==> src/rtl/mcd_pkg.sv <==
`default_nettype none
package mcd_pkg;

  localparam int MaxHeight = 4096;
  localparam int RowBits = 12;
  localparam int HeightBits = 13;
  localparam int WidthBits = 15;
  localparam int LevelBits = 4;

  typedef enum logic [1:0] {
    CFG_WIDTH  = 2'd0,
    CFG_HEIGHT = 2'd1,
    CFG_LEVELS = 2'd2
  } cfg_idx_e;

  typedef enum logic [1:0] {
    S_IDLE,
    S_EVAL,
    S_MERGE
  } state_e;

  typedef struct packed {
    logic [7:0] r;
    logic [7:0] g;
    logic [7:0] b;
    logic [7:0] a;
  } pixel_t;

  typedef struct packed {
    logic [8:0] r;
    logic [8:0] g;
    logic [8:0] b;
    logic [8:0] a;
  } psum_t;

  // Saturated configuration as the level sequencer sees it.
  typedef struct packed {
    logic [WidthBits-1:0]  width;
    logic [HeightBits-1:0] height;
    logic [LevelBits-1:0]  levels;
  } cfg_t;

endpackage
`default_nettype wire

==> src/rtl/mcd_pix_if.sv <==
`default_nettype none
interface mcd_pix_if;
  logic       valid;
  logic       ready;
  logic [7:0] red;
  logic [7:0] green;
  logic [7:0] blue;
  logic [7:0] alpha;

  modport source (output valid, red, green, blue, alpha, input ready);
  modport sink (input valid, red, green, blue, alpha, output ready);
endinterface
`default_nettype wire

==> src/rtl/mcd_front.sv <==
`default_nettype none
module mcd_front import mcd_pkg::*; (
  input  wire logic   clk_i,
  input  wire logic   rst_ni,
  mcd_pix_if.sink     pix_i,
  input  wire logic   pop_i,
  output      logic   valid_o,
  output      pixel_t data_o
);

  pixel_t     buf_q [2];
  logic       wr_q, wr_d;
  logic       rd_q, rd_d;
  logic [1:0] count_q, count_d;
  logic       push;
  logic       pop;

  assign pix_i.ready = (count_q != 2'd2);
  assign push = pix_i.valid && pix_i.ready;
  assign valid_o = (count_q != 2'd0);
  assign pop = pop_i && valid_o;
  assign data_o = buf_q[rd_q];

  always_comb begin
    wr_d = push ? ~wr_q : wr_q;
    rd_d = pop ? ~rd_q : rd_q;
    count_d = count_q + {1'b0, push} - {1'b0, pop};
  end

  always_ff @(posedge clk_i or negedge rst_ni) begin
    if (!rst_ni) begin
      wr_q <= 1'b0;
      rd_q <= 1'b0;
      count_q <= 2'd0;
    end else begin
      wr_q <= wr_d;
      rd_q <= rd_d;
      count_q <= count_d;
    end
  end

  always_ff @(posedge clk_i) begin
    if (push) begin
      buf_q[wr_q] <= '{r: pix_i.red, g: pix_i.green, b: pix_i.blue, a: pix_i.alpha};
    end
  end

endmodule
`default_nettype wire

==> src/flat_wrapper.sv <==
// flat-port wrapper written by rule: the top's interface ports become plain ports
module mcd_front_flat import mcd_pkg::*;
  (clk_i, rst_ni, pop_i, valid_o, data_o, pix_i_valid, pix_i_red, pix_i_green, pix_i_blue, pix_i_alpha, pix_i_ready);
  mcd_pix_if pix_i_i ();
  input  wire logic clk_i;
  input  wire logic rst_ni;
  input  wire logic pop_i;
  output      logic valid_o;
  output      pixel_t data_o;
  input wire logic [$bits(pix_i_i.valid)-1:0] pix_i_valid;
  input wire logic [$bits(pix_i_i.red)-1:0] pix_i_red;
  input wire logic [$bits(pix_i_i.green)-1:0] pix_i_green;
  input wire logic [$bits(pix_i_i.blue)-1:0] pix_i_blue;
  input wire logic [$bits(pix_i_i.alpha)-1:0] pix_i_alpha;
  output wire logic [$bits(pix_i_i.ready)-1:0] pix_i_ready;
  assign pix_i_i.valid = pix_i_valid;
  assign pix_i_i.red = pix_i_red;
  assign pix_i_i.green = pix_i_green;
  assign pix_i_i.blue = pix_i_blue;
  assign pix_i_i.alpha = pix_i_alpha;
  assign pix_i_ready = pix_i_i.ready;
  mcd_front u_core (.clk_i(clk_i), .rst_ni(rst_ni), .pix_i(pix_i_i), .pop_i(pop_i), .valid_o(valid_o), .data_o(data_o));
endmodule
==> config.mk <==
export PLATFORM = sky130hd
export DESIGN_NAME = mcd_front_flat
export DESIGN_NICKNAME = d
export VERILOG_FILES = /design/src/rtl/mcd_pkg.sv /design/src/rtl/mcd_pix_if.sv /design/src/rtl/mcd_front.sv /design/src/flat_wrapper.sv
export SDC_FILE = /design/constraint.sdc
export NUM_CORES = 1
export LEC_CHECK = 0
export ABC_AREA = 1
export CAP_MARGIN = 10
export CELL_PAD_IN_SITES_DETAIL_PLACEMENT = 0
export CELL_PAD_IN_SITES_GLOBAL_PLACEMENT = 1
export CORE_MARGIN = 2
export CORE_UTILIZATION = 49
export DETAILED_ROUTE_END_ITERATION = 12
export DONT_BUFFER_PORTS = 1
export PLACE_DENSITY_LB_ADDON = 0.1
export SETUP_SLACK_MARGIN = 0.4
export SYNTH_ARGS = -nofsm -noshare
export SYNTH_HDL_FRONTEND = slang
export SYNTH_SLANG_ARGS = --single-unit
==> constraint.sdc <==
create_clock -name clk_i -period 3.05 [get_ports clk_i]
set_clock_uncertainty 0.2 [all_clocks]
set_input_delay 0.61 -clock clk_i [delete_from_list [all_inputs] [get_ports clk_i]]
set_output_delay 0.61 -clock clk_i [all_outputs]
set_load 0.02 [all_outputs]
==> reports/qor.yml <==
status:
  outcome: "complete, no violations"
power:
  p_total_w: 0.00307
  leakage_nw: 1.17
  p_per_area_mw_per_mm2: 1070
  vdd_drop_max_mv: 0.590
logic_synthesis:
  synth_cell_type_count: 12
  synthMuxAreaShare_pct: 0
  synth-edff-count: 64
  synth_ff_type: "edfxtp_1"
  netlist.area_leader.share_pct: 73.5
  synthTopCellsByArea: "edfxtp_1, nand2_1, dfrtp_1, nand2_2, inv_1"
  synth_top_family_by_area: "simple AND/OR/NAND/NOR gates"
  synthArstFlopShare_pct: 5.88
  yosysWarnings: 0
  synth_xor_area_share_pct: 0
  avgSynthCellArea_um2: 13.1
  synthCells: 200
  synthAdderAreaFrac_pct: 0.956
  yosys.area_share.simple_pct: 17.3
  synthTopCellsByCount: "nand2_1, edfxtp_1, nand2_2"
  synth_area_mm2: 0.00262
  synth.most_common_cell: "nand2_1"
  seq_area_frac_synth_pct: 77.3
  synth-seq-cells: 68
  synth_compound_area_share_pct: 0
  syn_nets: 238
  yosys.area.top_type: "edfxtp_1"
floorplan:
  die_w_um: 77.1
  dieHeight_um: 77.1
  io_pins: 70
  initial_core_util_pct: 50.9
  coreArea_mm2: 0.00514
  dieArea_mm2: 0.00594
  rows: 26
detailed_routing:
  wl_per_cell_um: 15.4
  routed_wl_mm: 4.36
  drc_errors: 0
  vias: 1404
  vias_per_cell: 4.96
  first_pass_iters: 4
  ant_nets: 0
  drt_iter0_markers: 90
sta:
  finalHoldViolCount: 0
  slew_violations: 0
  fin_ws_ns: 0.609
  slew_headroom_pct: 65.1
  post-route-period-util_pct: 80.0
  setup_tns_ns: 0
  tightest_slew_ns: 0.523
  max_freq_mhz: 410
  finalSetupViolations: 0
  rsz0062_at_grt: "no"
  period_needed_ns: 2.44
cts:
  cts_resized: 0
  clock-sinks: 68
  cts-root-buf: "clkbuf_8"
  cts_made_buffers: 9
  clock_latency_ns: 0.33
  clk_path_buf_depth: 2
  htree_levels: 3
  cts_setup_buffers: 0
  clk_pin_slew_ns: 0.07
  hold_buffers: 1
  cts_tree: "done"
global_route:
  grt_max_degree: 34
  grt_pass1_wl_mm: 6.95
  gr-total-overflow: 0
  grt_antenna_before_repair: 0
  grt_usage_pct: 16.1
  grt_pass1_vias: 1415
flow_run:
  max_cap_violations: 0
place:
  hpwl_mm: 2.78
  dpl.cell_count: 266
  place.gp.congestion: 0.694
  portBuffers: 0
  pre_cts_ws_ns: 0.943
worst_setup_path:
  slowest_stage: "dfrtp_1"
  cp-end-kind: "output pin"
  worstPathCellList: "buf_4, nand2_1, nand2_1"
  crit_fanout: 24
  worstPathRequired_ns: 2.24
  path_class: "flip-flop to output pin"
  crit_top_cell: "nand2_1"
  crit_buf_inv: 1
  critical_path_arrival_ns: 1.63
  cp_top_family: "flip-flops"
  cp_slowest_stage_delay_ns: 0.63
  start_kind: "flip-flop"
final_layout:
  final_nets: 246
  final_cells: 283
  drive_gt1_share_pct: 13.6
  insertedDiodeCount: 0
  area_delta_synth_final_pct: 10.0
  fillers: 446
worst_hold_path:
  holdCritPathClass: "input port to flip-flop"
-- logic make-up after synthesis --
kind of cell               after synthesis
DFF                                     68
adders and majority gates                2
buffers and inverters                   17
and+or+nand+nor                        113
-- per-stage QoR --
step                      area (µm²)  hold slack, ns  util, %
after floorplan                 2620           0.114        -
after global placement          2660           0.115     51.8
after detailed placement        2660           0.114     51.8
after CTS                       2880           0.151     56.0
after global routing            2880           0.147     56.0
final                           2880           0.166     56.0
-- layout make-up --
type	count	area, µm²	share of cell area [%]
multi-input cells	115	485	16.9
clock inverters	6	78.8	2.74
clock buffers	10	128	4.43
well taps	70	87.6	3.04
inverters	10	45.0	1.56
repair buffers	4	32.5	1.13
flip-flops and latches	68	2020	70.2
-- registers in the layout (all words and copies together) (netlist names) --
register,count
u_core.buf_q,64
u_core.rd_q,1
u_core.wr_q,1
u_core.count_q,2
-- worst reg2reg max path, stage by stage, from the launching register on --
cell and delay [ns]:
dfrtp_1 0.40, nand2_1 0.23, nand2_1 0.17, nor2_4 0.44
buf_4 0.34
-- worst paths after layout --
check	startpoint	end	slack, ns	cells past startpoint
max	u_core.rd_q	data_o[4]	0.61	3
min	pix_i_red[0]	u_core.buf_q[1][24]	0.17	0
max reg2reg	u_core.count_q[1]	u_core.buf_q[1][3]	0.96	4
min reg2reg	u_core.wr_q	u_core.wr_q	0.28	2
max in group asynchronous	rst_ni	u_core.wr_q	2.12	1
min in group asynchronous	rst_ni	u_core.count_q[0]	0.35	1
-- placed cells by master (no fill, tap or decap), drive strengths merged --
cell and count:
buf 3, bufinv 2, nand3 3, ha 2, nand2 109, edfxtp 64
clkinv 4, clkbuf 10, nor2 1, inv 10, dlygate4sd3 1, dfrtp 4
-- metal layers --
metal,up-vias,share of wire [%],track usage (%)
li1,677,-,-
met1,658,38,16.7
met2,58,48,26.1
met3,11,11,8.12
met4,0,2.7,10.0
met5,-,0,0
-- report_power, final --
part / switching, W / internal (W) / leakage [nW] / total, W
Clock: 0.000305 / 0.000453 / 0.107 / 0.000758
Sequential: 0.0000825 / 0.00128 / 0.643 / 0.00136
Combinational: 0.000778 / 0.000173 / 0.418 / 0.000951
Power figures use the tool's default switching activity.
